**src/sv/ast_pkg.sv**
```systemverilog
package ast_pkg;

   localparam int OFFSET_BITS = 24;
   localparam int LINE_BITS = 16;
   localparam int LENGTH_MAX = 255;
   localparam int LENGTH_BITS = $clog2(LENGTH_MAX + 1);
   localparam int KIND_BITS = 5;
   localparam int QUEUE_DEPTH = 4;
   localparam int QUEUE_PTR_BITS = $clog2(QUEUE_DEPTH);

   typedef logic [OFFSET_BITS-1:0] offset_type;
   typedef logic [LINE_BITS-1:0] line_type;
   typedef logic [LENGTH_BITS-1:0] length_type;
   typedef logic [KIND_BITS-1:0] kind_type;

   localparam line_type LINE_MAX = '1;
   localparam length_type LENGTH_LIMIT = LENGTH_BITS'(LENGTH_MAX);

   localparam kind_type KIND_EOF = 5'd0;
   localparam kind_type KIND_EOL = 5'd1;
   localparam kind_type KIND_STRING = 5'd2;
   localparam kind_type KIND_NUMBER = 5'd3;
   localparam kind_type KIND_IDENT = 5'd4;
   localparam kind_type KIND_DIRECTIVE = 5'd5;
   localparam kind_type KIND_PLUS = 5'd6;
   localparam kind_type KIND_MINUS = 5'd7;
   localparam kind_type KIND_STAR = 5'd8;
   localparam kind_type KIND_SLASH = 5'd9;
   localparam kind_type KIND_COLON = 5'd10;
   localparam kind_type KIND_COMMA = 5'd11;
   localparam kind_type KIND_LPAREN = 5'd12;
   localparam kind_type KIND_RPAREN = 5'd13;
   localparam kind_type KIND_LBRACKET = 5'd14;
   localparam kind_type KIND_RBRACKET = 5'd15;
   localparam kind_type KIND_DOLLAR = 5'd16;
   localparam kind_type KIND_UNKNOWN = 5'd17;

   localparam logic [7:0] CHAR_TAB_END = 8'd32;
   localparam logic [7:0] CHAR_LF = 8'h0A;
   localparam logic [7:0] CHAR_CR = 8'h0D;
   localparam logic [7:0] CHAR_SPACE = 8'h20;
   localparam logic [7:0] CHAR_SEMI = 8'h3B;
   localparam logic [7:0] CHAR_DOT = 8'h2E;
   localparam logic [7:0] CHAR_AT = 8'h40;
   localparam logic [7:0] CHAR_QUESTION = 8'h3F;
   localparam logic [7:0] CHAR_UNDERSCORE = 8'h5F;
   localparam logic [7:0] CHAR_APOSTROPHE = 8'h27;
   localparam logic [7:0] CHAR_DQUOTE = 8'h22;

   typedef enum logic [2:0] {
      MODE_IDLE,
      MODE_IDENT,
      MODE_NUMBER,
      MODE_STRING,
      MODE_COMMENT,
      MODE_AFTER_CR
   } mode_type;

   typedef struct packed {
      logic [7:0] data_byte;
      logic is_end;
   } req_type;

   typedef struct packed {
      kind_type token_kind;
      offset_type start_offset;
      line_type start_line;
      line_type start_column;
      length_type text_length;
      logic last_of_run;
   } rsp_type;

   // One accepted byte yields up to two tokens, kept together until the back end splits them.
   typedef struct packed {
      logic [1:0] count;
      rsp_type first;
      rsp_type second;
   } pair_type;

   function automatic kind_type operator_kind(input logic [7:0] b);
      kind_type k;
      case (b)
         8'h2B: k = KIND_PLUS;
         8'h2D: k = KIND_MINUS;
         8'h2A: k = KIND_STAR;
         8'h2F: k = KIND_SLASH;
         8'h3A: k = KIND_COLON;
         8'h2C: k = KIND_COMMA;
         8'h28: k = KIND_LPAREN;
         8'h29: k = KIND_RPAREN;
         8'h5B: k = KIND_LBRACKET;
         8'h5D: k = KIND_RBRACKET;
         8'h24: k = KIND_DOLLAR;
         default: k = KIND_UNKNOWN;
      endcase
      return k;
   endfunction

endpackage

```
**src/sv/ast_front.sv**
```systemverilog
module ast_front
   import ast_pkg::*;
(
   input logic clock,
   input logic reset,
   input logic accept,
   input req_type item,
   output pair_type pair
);

   mode_type mode_ff, mode_in;
   logic dquote_ff, dquote_in;
   logic directive_ff, directive_in;
   offset_type pos_ff, pos_in;
   line_type line_ff, line_in;
   line_type col_ff, col_in;
   offset_type tok_off_ff, tok_off_in;
   line_type tok_line_ff, tok_line_in;
   line_type tok_col_ff, tok_col_in;
   length_type tok_len_ff, tok_len_in;

   logic [7:0] b;
   logic is_lf, is_cr, newline, is_letter, is_digit, ident_start, ident_more;
   logic blank, semi, quote, quote_match, starts_token, emits_single;
   logic flush, restart, grow, second_valid;
   rsp_type pend_tok, cand_tok;
   kind_type pend_kind;

   always_comb begin
      b = item.data_byte;
      is_lf = (b == CHAR_LF);
      is_cr = (b == CHAR_CR);
      newline = is_lf | is_cr;
      is_letter = ((b >= 8'h61) && (b <= 8'h7A)) || ((b >= 8'h41) && (b <= 8'h5A));
      is_digit = (b >= 8'h30) && (b <= 8'h39);
      ident_start = is_letter || (b == CHAR_UNDERSCORE) || (b == CHAR_DOT) ||
                    (b == CHAR_AT) || (b == CHAR_QUESTION);
      ident_more = ident_start || is_digit || (b == CHAR_APOSTROPHE);
      blank = (b == CHAR_SPACE) || ((b != 8'd0) && (b < CHAR_TAB_END) && !newline);
      semi = (b == CHAR_SEMI);
      quote = (b == CHAR_APOSTROPHE) || (b == CHAR_DQUOTE);
      quote_match = dquote_ff ? (b == CHAR_DQUOTE) : (b == CHAR_APOSTROPHE);
      starts_token = quote || is_digit || ident_start;
      emits_single = !(blank || semi || starts_token);
   end

   // Next mode and the control decisions for the current byte.
   always_comb begin
      flush = 1'b0;
      restart = 1'b0;
      grow = 1'b0;
      mode_in = mode_ff;
      if (item.is_end) begin
         flush = (mode_ff == MODE_IDENT) || (mode_ff == MODE_NUMBER) ||
                 (mode_ff == MODE_STRING);
         mode_in = MODE_IDLE;
      end else begin
         case (mode_ff)
            MODE_AFTER_CR: begin
               mode_in = MODE_IDLE;
               restart = !is_lf;
            end
            MODE_IDENT: begin
               if (ident_more) begin
                  grow = 1'b1;
               end else begin
                  flush = 1'b1;
                  restart = 1'b1;
               end
            end
            MODE_NUMBER: begin
               if (is_letter || is_digit) begin
                  grow = 1'b1;
               end else begin
                  flush = 1'b1;
                  restart = 1'b1;
               end
            end
            MODE_STRING: begin
               if (quote_match) begin
                  flush = 1'b1;
                  mode_in = MODE_IDLE;
               end else if (!newline) begin
                  grow = 1'b1;
               end else begin
                  flush = 1'b1;
                  restart = 1'b1;
               end
            end
            MODE_COMMENT: begin
               restart = newline;
            end
            default: begin
               restart = 1'b1;
            end
         endcase
         if (restart) begin
            if (semi) begin
               mode_in = MODE_COMMENT;
            end else if (is_cr) begin
               mode_in = MODE_AFTER_CR;
            end else if (quote) begin
               mode_in = MODE_STRING;
            end else if (is_digit) begin
               mode_in = MODE_NUMBER;
            end else if (ident_start) begin
               mode_in = MODE_IDENT;
            end else begin
               mode_in = MODE_IDLE;
            end
         end
      end
   end

   // Tokens produced, position counters and the pending token's fields.
   always_comb begin
      if (mode_ff == MODE_IDENT) begin
         pend_kind = directive_ff ? KIND_DIRECTIVE : KIND_IDENT;
      end else if (mode_ff == MODE_NUMBER) begin
         pend_kind = KIND_NUMBER;
      end else begin
         pend_kind = KIND_STRING;
      end
      pend_tok = '{pend_kind, tok_off_ff, tok_line_ff, tok_col_ff, tok_len_ff, 1'b0};

      if (item.is_end) begin
         cand_tok = '{KIND_EOF, pos_ff, line_ff, col_ff, '0, 1'b0};
      end else if (newline) begin
         cand_tok = '{KIND_EOL, pos_ff, line_ff, col_ff, '0, 1'b0};
      end else begin
         cand_tok = '{operator_kind(b), pos_ff, line_ff, col_ff, length_type'(1), 1'b0};
      end
      second_valid = item.is_end || (restart && emits_single);

      pair = '0;
      if (flush && second_valid) begin
         pair.count = 2'd2;
         pair.first = pend_tok;
         pair.second = cand_tok;
         pair.second.last_of_run = 1'b1;
      end else if (flush) begin
         pair.count = 2'd1;
         pair.first = pend_tok;
         pair.first.last_of_run = 1'b1;
      end else if (second_valid) begin
         pair.count = 2'd1;
         pair.first = cand_tok;
         pair.first.last_of_run = 1'b1;
      end

      pos_in = pos_ff;
      line_in = line_ff;
      col_in = col_ff;
      if (accept && !item.is_end) begin
         // Every source byte is consumed exactly once, whatever the mode.
         pos_in = pos_ff + offset_type'(1);
         if (is_lf) begin
            if (line_ff != LINE_MAX) begin
               line_in = line_ff + line_type'(1);
            end
            col_in = line_type'(1);
         end else if (col_ff != LINE_MAX) begin
            col_in = col_ff + line_type'(1);
         end
      end

      tok_off_in = tok_off_ff;
      tok_line_in = tok_line_ff;
      tok_col_in = tok_col_ff;
      tok_len_in = tok_len_ff;
      dquote_in = dquote_ff;
      directive_in = directive_ff;
      if (accept && !item.is_end && restart && starts_token) begin
         tok_off_in = quote ? (pos_ff + offset_type'(1)) : pos_ff;
         tok_line_in = line_ff;
         tok_col_in = col_ff;
         tok_len_in = quote ? length_type'(0) : length_type'(1);
         if (quote) begin
            dquote_in = (b == CHAR_DQUOTE);
         end
         if (!quote && !is_digit) begin
            directive_in = (b == CHAR_DOT);
         end
      end else if (accept && grow && (tok_len_ff != LENGTH_LIMIT)) begin
         tok_len_in = tok_len_ff + length_type'(1);
      end
   end

   always_ff @(posedge clock) begin
      if (reset) begin
         mode_ff <= MODE_IDLE;
         dquote_ff <= 1'b0;
         directive_ff <= 1'b0;
         pos_ff <= '0;
         line_ff <= line_type'(1);
         col_ff <= line_type'(1);
         tok_off_ff <= '0;
         tok_line_ff <= line_type'(1);
         tok_col_ff <= line_type'(1);
         tok_len_ff <= '0;
      end else begin
         if (accept) begin
            mode_ff <= mode_in;
         end
         dquote_ff <= dquote_in;
         directive_ff <= directive_in;
         pos_ff <= pos_in;
         line_ff <= line_in;
         col_ff <= col_in;
         tok_off_ff <= tok_off_in;
         tok_line_ff <= tok_line_in;
         tok_col_ff <= tok_col_in;
         tok_len_ff <= tok_len_in;
      end
   end

`ifndef SYNTH
   assert property (@(posedge clock) disable iff (reset)
      (line_ff != '0) && (col_ff != '0))
      else $error("line or column counter reached zero");

   assert property (@(posedge clock) disable iff (reset)
      accept && item.is_end |=> (mode_ff == MODE_IDLE))
      else $error("end marker did not return the lexer to idle");
`endif

endmodule

```
**src/sv/ast_queue.sv**
```systemverilog
module ast_queue
   import ast_pkg::*;
(
   input logic clock,
   input logic reset,
   input logic push,
   input pair_type push_data,
   output logic full,
   input logic pop,
   output pair_type head,
   output logic empty
);

   pair_type entries_ff [QUEUE_DEPTH];
   logic [QUEUE_PTR_BITS-1:0] wr_ptr_ff, wr_ptr_in;
   logic [QUEUE_PTR_BITS-1:0] rd_ptr_ff, rd_ptr_in;
   logic [QUEUE_PTR_BITS:0] count_ff, count_in;
   logic do_push, do_pop;

   always_comb begin
      full = (count_ff == (QUEUE_PTR_BITS + 1)'(QUEUE_DEPTH));
      empty = (count_ff == '0);
      head = entries_ff[rd_ptr_ff];
      do_push = push && !full;
      do_pop = pop && !empty;
      wr_ptr_in = do_push ? (wr_ptr_ff + QUEUE_PTR_BITS'(1)) : wr_ptr_ff;
      rd_ptr_in = do_pop ? (rd_ptr_ff + QUEUE_PTR_BITS'(1)) : rd_ptr_ff;
      count_in = count_ff;
      if (do_push && !do_pop) begin
         count_in = count_ff + (QUEUE_PTR_BITS + 1)'(1);
      end else if (do_pop && !do_push) begin
         count_in = count_ff - (QUEUE_PTR_BITS + 1)'(1);
      end
   end

   always_ff @(posedge clock) begin
      if (do_push) begin
         entries_ff[wr_ptr_ff] <= push_data;
      end
   end

   always_ff @(posedge clock) begin
      if (reset) begin
         wr_ptr_ff <= '0;
         rd_ptr_ff <= '0;
         count_ff <= '0;
      end else begin
         wr_ptr_ff <= wr_ptr_in;
         rd_ptr_ff <= rd_ptr_in;
         count_ff <= count_in;
      end
   end

`ifndef SYNTH
   assert property (@(posedge clock) disable iff (reset)
      count_ff <= (QUEUE_PTR_BITS + 1)'(QUEUE_DEPTH))
      else $error("queue occupancy exceeds its depth");
`endif

endmodule

```
**src/sv/ast_back.sv**
```systemverilog
module ast_back
   import ast_pkg::*;
(
   input logic clock,
   input logic reset,
   input pair_type head,
   input logic head_empty,
   output logic head_pop,
   output rsp_type rsp_data,
   output logic empty,
   input logic pop
);

   pair_type cur_ff, cur_in;
   logic idx_ff, idx_in;
   logic valid_ff, valid_in;
   logic on_last, advance;

   always_comb begin
      on_last = idx_ff || (cur_ff.count != 2'd2);
      advance = !valid_ff || (pop && on_last);
      head_pop = advance && !head_empty;
      cur_in = cur_ff;
      idx_in = idx_ff;
      valid_in = valid_ff;
      if (advance) begin
         cur_in = head;
         idx_in = 1'b0;
         valid_in = !head_empty;
      end else if (pop) begin
         idx_in = 1'b1;
      end
      empty = !valid_ff;
      rsp_data = idx_ff ? cur_ff.second : cur_ff.first;
   end

   always_ff @(posedge clock) begin
      cur_ff <= cur_in;
   end

   always_ff @(posedge clock) begin
      if (reset) begin
         idx_ff <= 1'b0;
         valid_ff <= 1'b0;
      end else begin
         idx_ff <= idx_in;
         valid_ff <= valid_in;
      end
   end

`ifndef SYNTH
   assert property (@(posedge clock) disable iff (reset)
      valid_ff |-> (cur_ff.count != 2'd0))
      else $error("output register holds an entry without tokens");

   assert property (@(posedge clock) disable iff (reset)
      valid_ff && idx_ff |-> (cur_ff.count == 2'd2))
      else $error("second token selected from a single-token entry");

   assert property (@(posedge clock) disable iff (reset)
      valid_ff |-> ((idx_ff || (cur_ff.count == 2'd1)) == rsp_data.last_of_run))
      else $error("last-of-run flag does not match the token position");
`endif

endmodule

```
**src/sv/assembler_source_tokenizer.sv**
```systemverilog
// A token passes through a queue entry and the output-stage register before it appears
// on the result ports. Throughput: one byte per cycle while the queue is not full; a byte
// that closes one token and emits another yields two tokens, absorbed by a four-entry
// queue between lexer and output stage. The output stage shows one token per cycle while
// the consumer pops, and sets the drain rate.
// Reset (synchronous, active high) clears lexer mode, counters, queue and output stage.
module assembler_source_tokenizer
   import ast_pkg::*;
(
   input logic clock,
   input logic reset,
   input logic push,
   output logic full,
   input req_type req_data,
   output logic empty,
   input logic pop,
   output rsp_type rsp_data
);

   logic accept;
   pair_type pair;
   pair_type head;
   logic head_empty, head_pop;

   assign accept = push && !full;

   ast_front u_front (
      .clock(clock),
      .reset(reset),
      .accept(accept),
      .item(req_data),
      .pair(pair)
   );

   ast_queue u_queue (
      .clock(clock),
      .reset(reset),
      .push(accept && (pair.count != 2'd0)),
      .push_data(pair),
      .full(full),
      .pop(head_pop),
      .head(head),
      .empty(head_empty)
   );

   ast_back u_back (
      .clock(clock),
      .reset(reset),
      .head(head),
      .head_empty(head_empty),
      .head_pop(head_pop),
      .rsp_data(rsp_data),
      .empty(empty),
      .pop(pop)
   );

endmodule
```
**config.mk**
```make
export PLATFORM = sky130hd
export DESIGN_NAME = assembler_source_tokenizer
export DESIGN_NICKNAME = d
export VERILOG_FILES = /design/src/sv/ast_pkg.sv /design/src/sv/ast_front.sv /design/src/sv/ast_queue.sv /design/src/sv/ast_back.sv /design/src/sv/assembler_source_tokenizer.sv
export SDC_FILE = /design/constraint.sdc
export NUM_CORES = 1
export LEC_CHECK = 0
export ABC_AREA = 1
export BUFFER_PORTS_ARGS = -buffer_cell sky130_fd_sc_hd__buf_4
export CAP_MARGIN = 20
export CORE_UTILIZATION = 50
export CTS_CLUSTER_SIZE = 28
export DETAILED_ROUTE_END_ITERATION = 10
export GPL_TIMING_DRIVEN = 0
export PLACE_DENSITY_LB_ADDON = 0.05
export SLEW_MARGIN = 10
export SYNTH_ARGS = -nofsm -noshare
export SYNTH_HDL_FRONTEND = slang
export SYNTH_SLANG_ARGS = --single-unit
```
**constraint.sdc**
```tcl
create_clock -name clock -period 9.6 [get_ports clock]
set_input_delay 1.92 -clock clock [delete_from_list [all_inputs] [get_ports clock]]
set_output_delay 1.92 -clock clock [all_outputs]
set_load 0.02 [all_outputs]
```
* After elaboration in Yosys (flattened, before gate mapping)
Memories as Yosys holds them, arrays and structs flattened. A register that Yosys moved wholly into a read port is not among the register bits.
Index checks and enable logic that the tools add are counted.
** Operators by class
- $add $sub $neg :: 8
- Order comparisons :: 7
- Equality and inequality tests :: 32
- Multiplexer cells :: 47
- Bitwise gates (word level) :: 1
- Reductions and logical operators :: 64
** Operators with widths (number)
- $mux 70 :: 4
- $mux 72 :: 2
- $eq 8x6->1 const B :: 15
- $mux 71 :: 1
- $pmux 5 s11 :: 1
- $add 16x1->16 const B :: 2
- $eq 8x7->1 const B :: 4
- $mux 16 :: 2
- $ne 16x16->1 const B :: 2
- $mux 3 :: 9
- $add 24x1->24 const B :: 1
- $mux 24 :: 1
- $logic_and 1x1->1 :: 21
- $mux 1 :: 20
- $logic_or 1x1->1 :: 19
- $eq 8x4->1 const B :: 2
- $ge 8x7->1 const B :: 2
- $le 8x7->1 const B :: 2
- $mux 8 :: 2
- $logic_not 1->1 :: 11
- $eq 3x3->1 const B :: 3
- $add 8x1->8 const B :: 1
- $ge 8x6->1 const B :: 1
- $le 8x6->1 const B :: 1
- 21 further kinds :: 30
** Storage, ports and cells
- Register bits after elaboration :: 134
- RAM bits :: 568
- Input port bits :: 13
- Output and inout port bits :: 72
- Word-level logic and storage cells :: 175
- Memories kept :: 1
** Memory list
- u_queue.entries_ff :: depth 4, bits a word 142, rd ports 1, clocked after Yosys merged registers in 1, wr ports 1, RTL line ast_queue.sv:14 : pair_type entries_ff [QUEUE_DEPTH];

* Depth between registers and ports, before layout
- Depth in word-level cells :: 25
- Gate-level depth with buffers :: 24
- Depth with buffers taken out :: 23

* Hierarchy
Synthesis repeated with hierarchy kept, for this count alone.
** Second synthesis, totals
- Cells, all modules :: 3214
- Area, all modules :: 34886.0 um2
** By module, submodules not included
- ast_queue :: times used 1, cells an instance 1443, area each 21428.1 um2, seq. area each 17236.5 um2
- ast_front :: times used 1, cells an instance 1387, area each 8206.6 um2, seq. area each 2502.4 um2
- ast_back :: times used 1, cells an instance 379, area each 5232.5 um2, seq. area each 4304.1 um2
- assembler_source_tokenizer :: times used 1, cells an instance 5, area each 18.8 um2, seq. area each 0.0 um2

* Worst setup path after synthesis
No wires, ideal clock.
- Path kind :: input port to flip-flop
- Start :: in req_data[7] (netlist bit)
- End :: mem u_queue.entries_ff[0][0] (netlist bit) (enable)
- Library setup time :: 0.627 ns
- Arrival :: 9.255 ns
- Data required time :: 8.973 ns
- Path slack :: -0.282 ns
- Stages on the path :: 17
- Path buffers :: 1
- Path through :: nor2_2 > nand2_1 > nor3_2 > inv_2 > nand2_1 > o21ai_1 > nand2_1 > inv_2 > nand2_2 > nand2_1 > nand2_2 > buf_2 > inv_1 > ha_1 > nor2_1 > inv_1 > nor2_1
** Between the ends
- Word-level cells in the longest chain between the ends :: 23
- Elaborated cells between the ends (all ways) :: 63
- Those cells by class :: order compare: 7; eq/ne: 10; mux: 16; bitwise: 1; reduce/logical: 29
** Ends and longest elaborated chain
- start, declared :: RTL line assembler_source_tokenizer.sv:14 : input req_type req_data,
- $ge 8x7->1 or $le 8x7->1 (tied branches) :: RTL line ast_front.sv:34 : is_letter = ((b >= 8'h61) && (b <= 8'h7A)) || ((b >= 8'h41) && (b <= 8'h5A));
- $logic_and 1x1->1 :: RTL line ast_front.sv:34
- $logic_or 1x1->1 :: RTL line ast_front.sv:34
- $logic_or 1x1->1 (3 in series) :: RTL line ast_front.sv:36 : ident_start = is_letter || (b == CHAR_UNDERSCORE) || (b == CHAR_DOT) ||
- $logic_or 1x1->1 :: RTL line ast_front.sv:37 : (b == CHAR_AT) || (b == CHAR_QUESTION);
- $logic_or 1x1->1 (2 in series) :: RTL line ast_front.sv:38 : ident_more = ident_start || is_digit || (b == CHAR_APOSTROPHE);
- $mux 1 :: RTL line ast_front.sv:64 : if (ident_more) begin
- $pmux 1 s5 :: RTL line ast_front.sv:58 : case (mode_ff)
- [... 5 more ...]
- $mux 72 :: RTL line ast_front.sv:141 : end else if (flush) begin
- $mux 72 (*) :: RTL line ast_front.sv:136 : if (flush && second_valid) begin
- $reduce_bool 2->1 (*) :: RTL line assembler_source_tokenizer.sv:38 : .push(accept && (pair.count != 2'd0)),
- $logic_and 1x1->1 (*) :: RTL line assembler_source_tokenizer.sv:38
- $logic_and 1x1->1 (*) :: RTL line ast_queue.sv:24 : do_push = push && !full;
- named net u_queue.do_push :: RTL line ast_queue.sv:18 : logic do_push, do_pop;
- $mux 1 (*) :: RTL line ast_queue.sv:37 : if (do_push) begin
- $mux 1 (implied by the code) (*) :: RTL line ast_queue.sv:38 : entries_ff[wr_ptr_ff] <= push_data;
- end, declared :: RTL line ast_queue.sv:14
Mark *: on every way through the listed nets, which the timed path passes. The rest lies on a longest branch. The select of a mux whose other input is x is not followed.

* Worst setup path after layout
- Start :: in req_data[7] (netlist bit)
- End :: mem u_queue.entries_ff[1][120] (netlist bit) (enable)
Same word-level chain as after synthesis.

==> flow_metrics.tcl <==
set metrics [dict create \
    crit_path_max_fanout 24 \
    synth_cell_types 37 \
    drive_gt1_share_pct 8.91 \
    ys_seq_elements 799 \
    clk_latency_ps 630 \
    min_period_ps 6170 \
    rows 93 \
    crit_arrival_ps 6500 \
    cts_buffers 84 \
    clock_path_buffers 3 \
    netlist_instances 3093 \
    fin_util_pct 58.8 \
    cts-root-buf "clkbuf_16" \
    powerDensity_nw_per_um2 288 \
    slew_viol_final 0 \
    slew_headroom_pct 22.0 \
    peakVddDrop_mv 0.136 \
    hold_path.class "flip-flop to flip-flop" \
    grt_max_degree 100 \
    place_area_um2 35400 \
    critical_path_class "input pin to flip-flop" \
    htreeDepth 3 \
    timing.final.crit_share_pct 64.3 \
    ios 85 \
    post_cts_buffers 0 \
    drt_pre_antenna_iters 5 \
    clock.fmax_mhz 162 \
    vias 23343 \
    cts.sinks 799 \
    antenna_found_initial 3 \
    syn-cell-area_um2 33000 \
    synth_area_per_cell_um2 10.7 \
    globalplace.congestion 0.891 \
    critPathCaptureType "flip-flop" \
    drt-initial-drc-count 2074 \
    grtUsageTotal_pct 28.6 \
    die_w_um 259 \
    finClkSkew_ps 17.5 \
    wl_per_cell_um 22.5 \
    grt_setup_unrepaired "no" \
    synth_nets 3118 \
    cap_violations 0 \
    route.detailed.drc 0 \
    status "finished clean" \
    final-setup-viol-count 0 \
    start_util_pct 50.8 \
    core_um2 64800 \
    die_area_um2 66900 \
    clk_pin_slew_worst_paths_ps 60 \
    holdBufCountCts 0 \
    cts_tree "done" \
    p_leak_nw 14.4 \
    synth_warnings 0 \
    die_y_um 259 \
    cts_resized 0 \
    timing_hold_violations_final 0 \
    ys_seq_area_share_pct 68.7 \
    cp-start-kind "input pin" \
    grt_pass1_wl_um 141000 \
    ant_nets 0 \
    area_delta_synth_final_pct 15.6 \
    wirelength_um 94900 \
    design_area_um2 38100 \
    grt_overflow_total 0 \
    grt_pass1_vias 22702 \
    dp_hpwl_um 65300 \
    port_buffers 83 \
    tightest_slew_ps 1170 \
    avgViaCountPerCell 5.53 \
    required_ps 9920 \
    finalNetCount 3322 \
]
## synth_stat cells (all sizes together)
library cell	number	area share, %
a211oi	9	0.20
a21oi	86	1.3
a31oi	2	0.038
buf	49	0.85
clkbuf	137	1.6
dfxtp	134	8.1
edfxtp	665	61
fa	1	0.061
ha	11	0.42
inv	195	2.2
nand2	637	7.3
nand3	100	1.5
nand3b	3	0.068
nand4	20	0.38
nor2	465	5.4
nor3	29	0.47
nor3b	4	0.091
nor4	5	0.095
o2111ai	1	0.027
o211ai	4	0.091
o21ai	356	5.4
o21bai	1	0.023
o22ai	133	2.5
o31ai	2	0.046
xnor2	6	0.16
xor2	38	1.0
## sequential cells by signal, indices dropped and copies added, names as in the netlist
register	cells
u_queue.entries_ff	532
u_back.cur_ff	133
u_front.pos_ff	24
u_front.tok_off_ff	24
u_front.col_ff	16
u_front.line_ff	16
u_front.tok_col_ff	16
u_front.tok_line_ff	16
u_front.tok_len_ff	8
u_front.mode_ff	3
u_queue.count_ff	3
u_queue.rd_ptr_ff	2
u_queue.wr_ptr_ff	2
u_back.idx_ff	1
u_back.valid_ff	1
u_front.directive_ff	1
u_front.dquote_ff	1
## cell type report
type | instances | area, um^2
Clock buffer | 111 | 2280
Sequential cell | 799 | 22700
Inverter | 195 | 739
Multi-Input combinational cell | 1913 | 8810
Timing Repair Buffer | 118 | 1380
Tap cell | 855 | 1070
Antenna cell | 2 | 5.00
Buffer | 186 | 793
Fill cell | 5430 | 26700
Clock inverter | 44 | 362
## metal layers
metal	track usage [%]	vias to the layer above	share of wire [%]
li1	-	11079	-
met1	38.2	11326	42
met2	45.9	788	47
met3	6.21	148	8.0
met4	10.8	2	3.3
met5	0	-	0.0074
## metrics by stage
step	cells	setup slack (ps)	setup TNS [ps]	hold WS [ps]	power, mW
after floorplan	3093	-282	-149860	419	6.52
after global placement	4031	-6960	-3652640	437	7.87
after detailed placement	4065	2800	0	455	7.89
after CTS	4220	3460	0	464	11.0
after global routing	4221	3100	0	476	11.5
final	4223	3430	0	462	11.0
## cell families (layout without fill, tap and decap cells)
family          after synthesis  in the layout  synth area share, %
compound gates              594            594                 9.70
xor+xnor                     44             44                 1.17
fa+ha+maj                    12             12                0.478
buf+inv                     381            654                 4.63
flops                       799            799                 68.7
other cells                   0              2                    0
simple gates               1263           1263                 15.3
## cell usage in the layout (no fill, tap or decap), types with 5 or more instances in the layout
| cell type | synthesis | layout |
|---|---|---|
| edfxtp_1 | 665 | 665 |
| nand2_1 | 633 | 633 |
| nor2_1 | 459 | 455 |
| o21ai_0 | 328 | 328 |
| inv_1 | 184 | 183 |
| clkbuf_1 | 137 | 160 |
| dfxtp_1 | 134 | 134 |
| o22ai_1 | 133 | 133 |
| nand3_1 | 100 | 100 |
| buf_4 | 12 | 95 |
| clkbuf_16 | 0 | 87 |
| a21oi_1 | 84 | 84 |
| xor2_1 | 38 | 38 |
| nor3_1 | 27 | 27 |
| o21ai_1 | 27 | 27 |
| buf_2 | 22 | 22 |
| nand4_1 | 20 | 20 |
| clkinv_1 | 0 | 18 |
| buf_12 | 0 | 17 |
| clkinv_2 | 0 | 14 |
| buf_1 | 12 | 12 |
| buf_16 | 0 | 12 |
| inv_2 | 11 | 11 |
| ha_1 | 11 | 11 |
| a211oi_1 | 9 | 9 |
| xnor2_1 | 6 | 6 |
| buf_8 | 0 | 6 |
| nor2_2 | 5 | 5 |
| nor4_1 | 5 | 5 |
| bufinv_16 | 0 | 5 |
## worst max-delay path, stage by stage
cell and delay [ps]:
buf_4 110, nor2_2 190, nand2_1 200, nor2_8 320, inv_2 210, nand2_1 150, o21ai_1 80, nand2_1 80
inv_2 40, nand2_2 140, nand2_1 90, nand2_2 280, buf_2 350, inv_1 80, ha_1 200, nor2_1 310
inv_1 300, nor2_4 480, buf_12 250, buf_12 210, buf_12 220, buf_12 210
## path summary, 6_finish.rpt
| path | from | end | slack (ps) | cells after the start |
|---|---|---|---|---|
| worst max-delay path | req_data[7] | u_queue.entries_ff[1][120] | 3430 | 22 |
| worst min register to register | u_front.tok_off_ff[11] | u_front.tok_off_ff[11] | 460 | 2 |
| worst min-delay path | u_front.tok_off_ff[11] | u_front.tok_off_ff[11] | 460 | 2 |
| worst max register to register | u_front.mode_ff[0] | u_queue.entries_ff[1][120] | 4890 | 21 |
## where the power goes
part | leakage (nW) | total (mW) | internal [mW] | switching (mW)
sequential | 7.51 | 4.74 | 4.54 | 0.196
combinational | 5.61 | 3.08 | 0.884 | 2.20
clock | 1.29 | 3.15 | 1.81 | 1.34
total | 14.4 | 11.0 | 7.23 | 3.73
No activity file was read; power rests on OpenSTA's default activity.
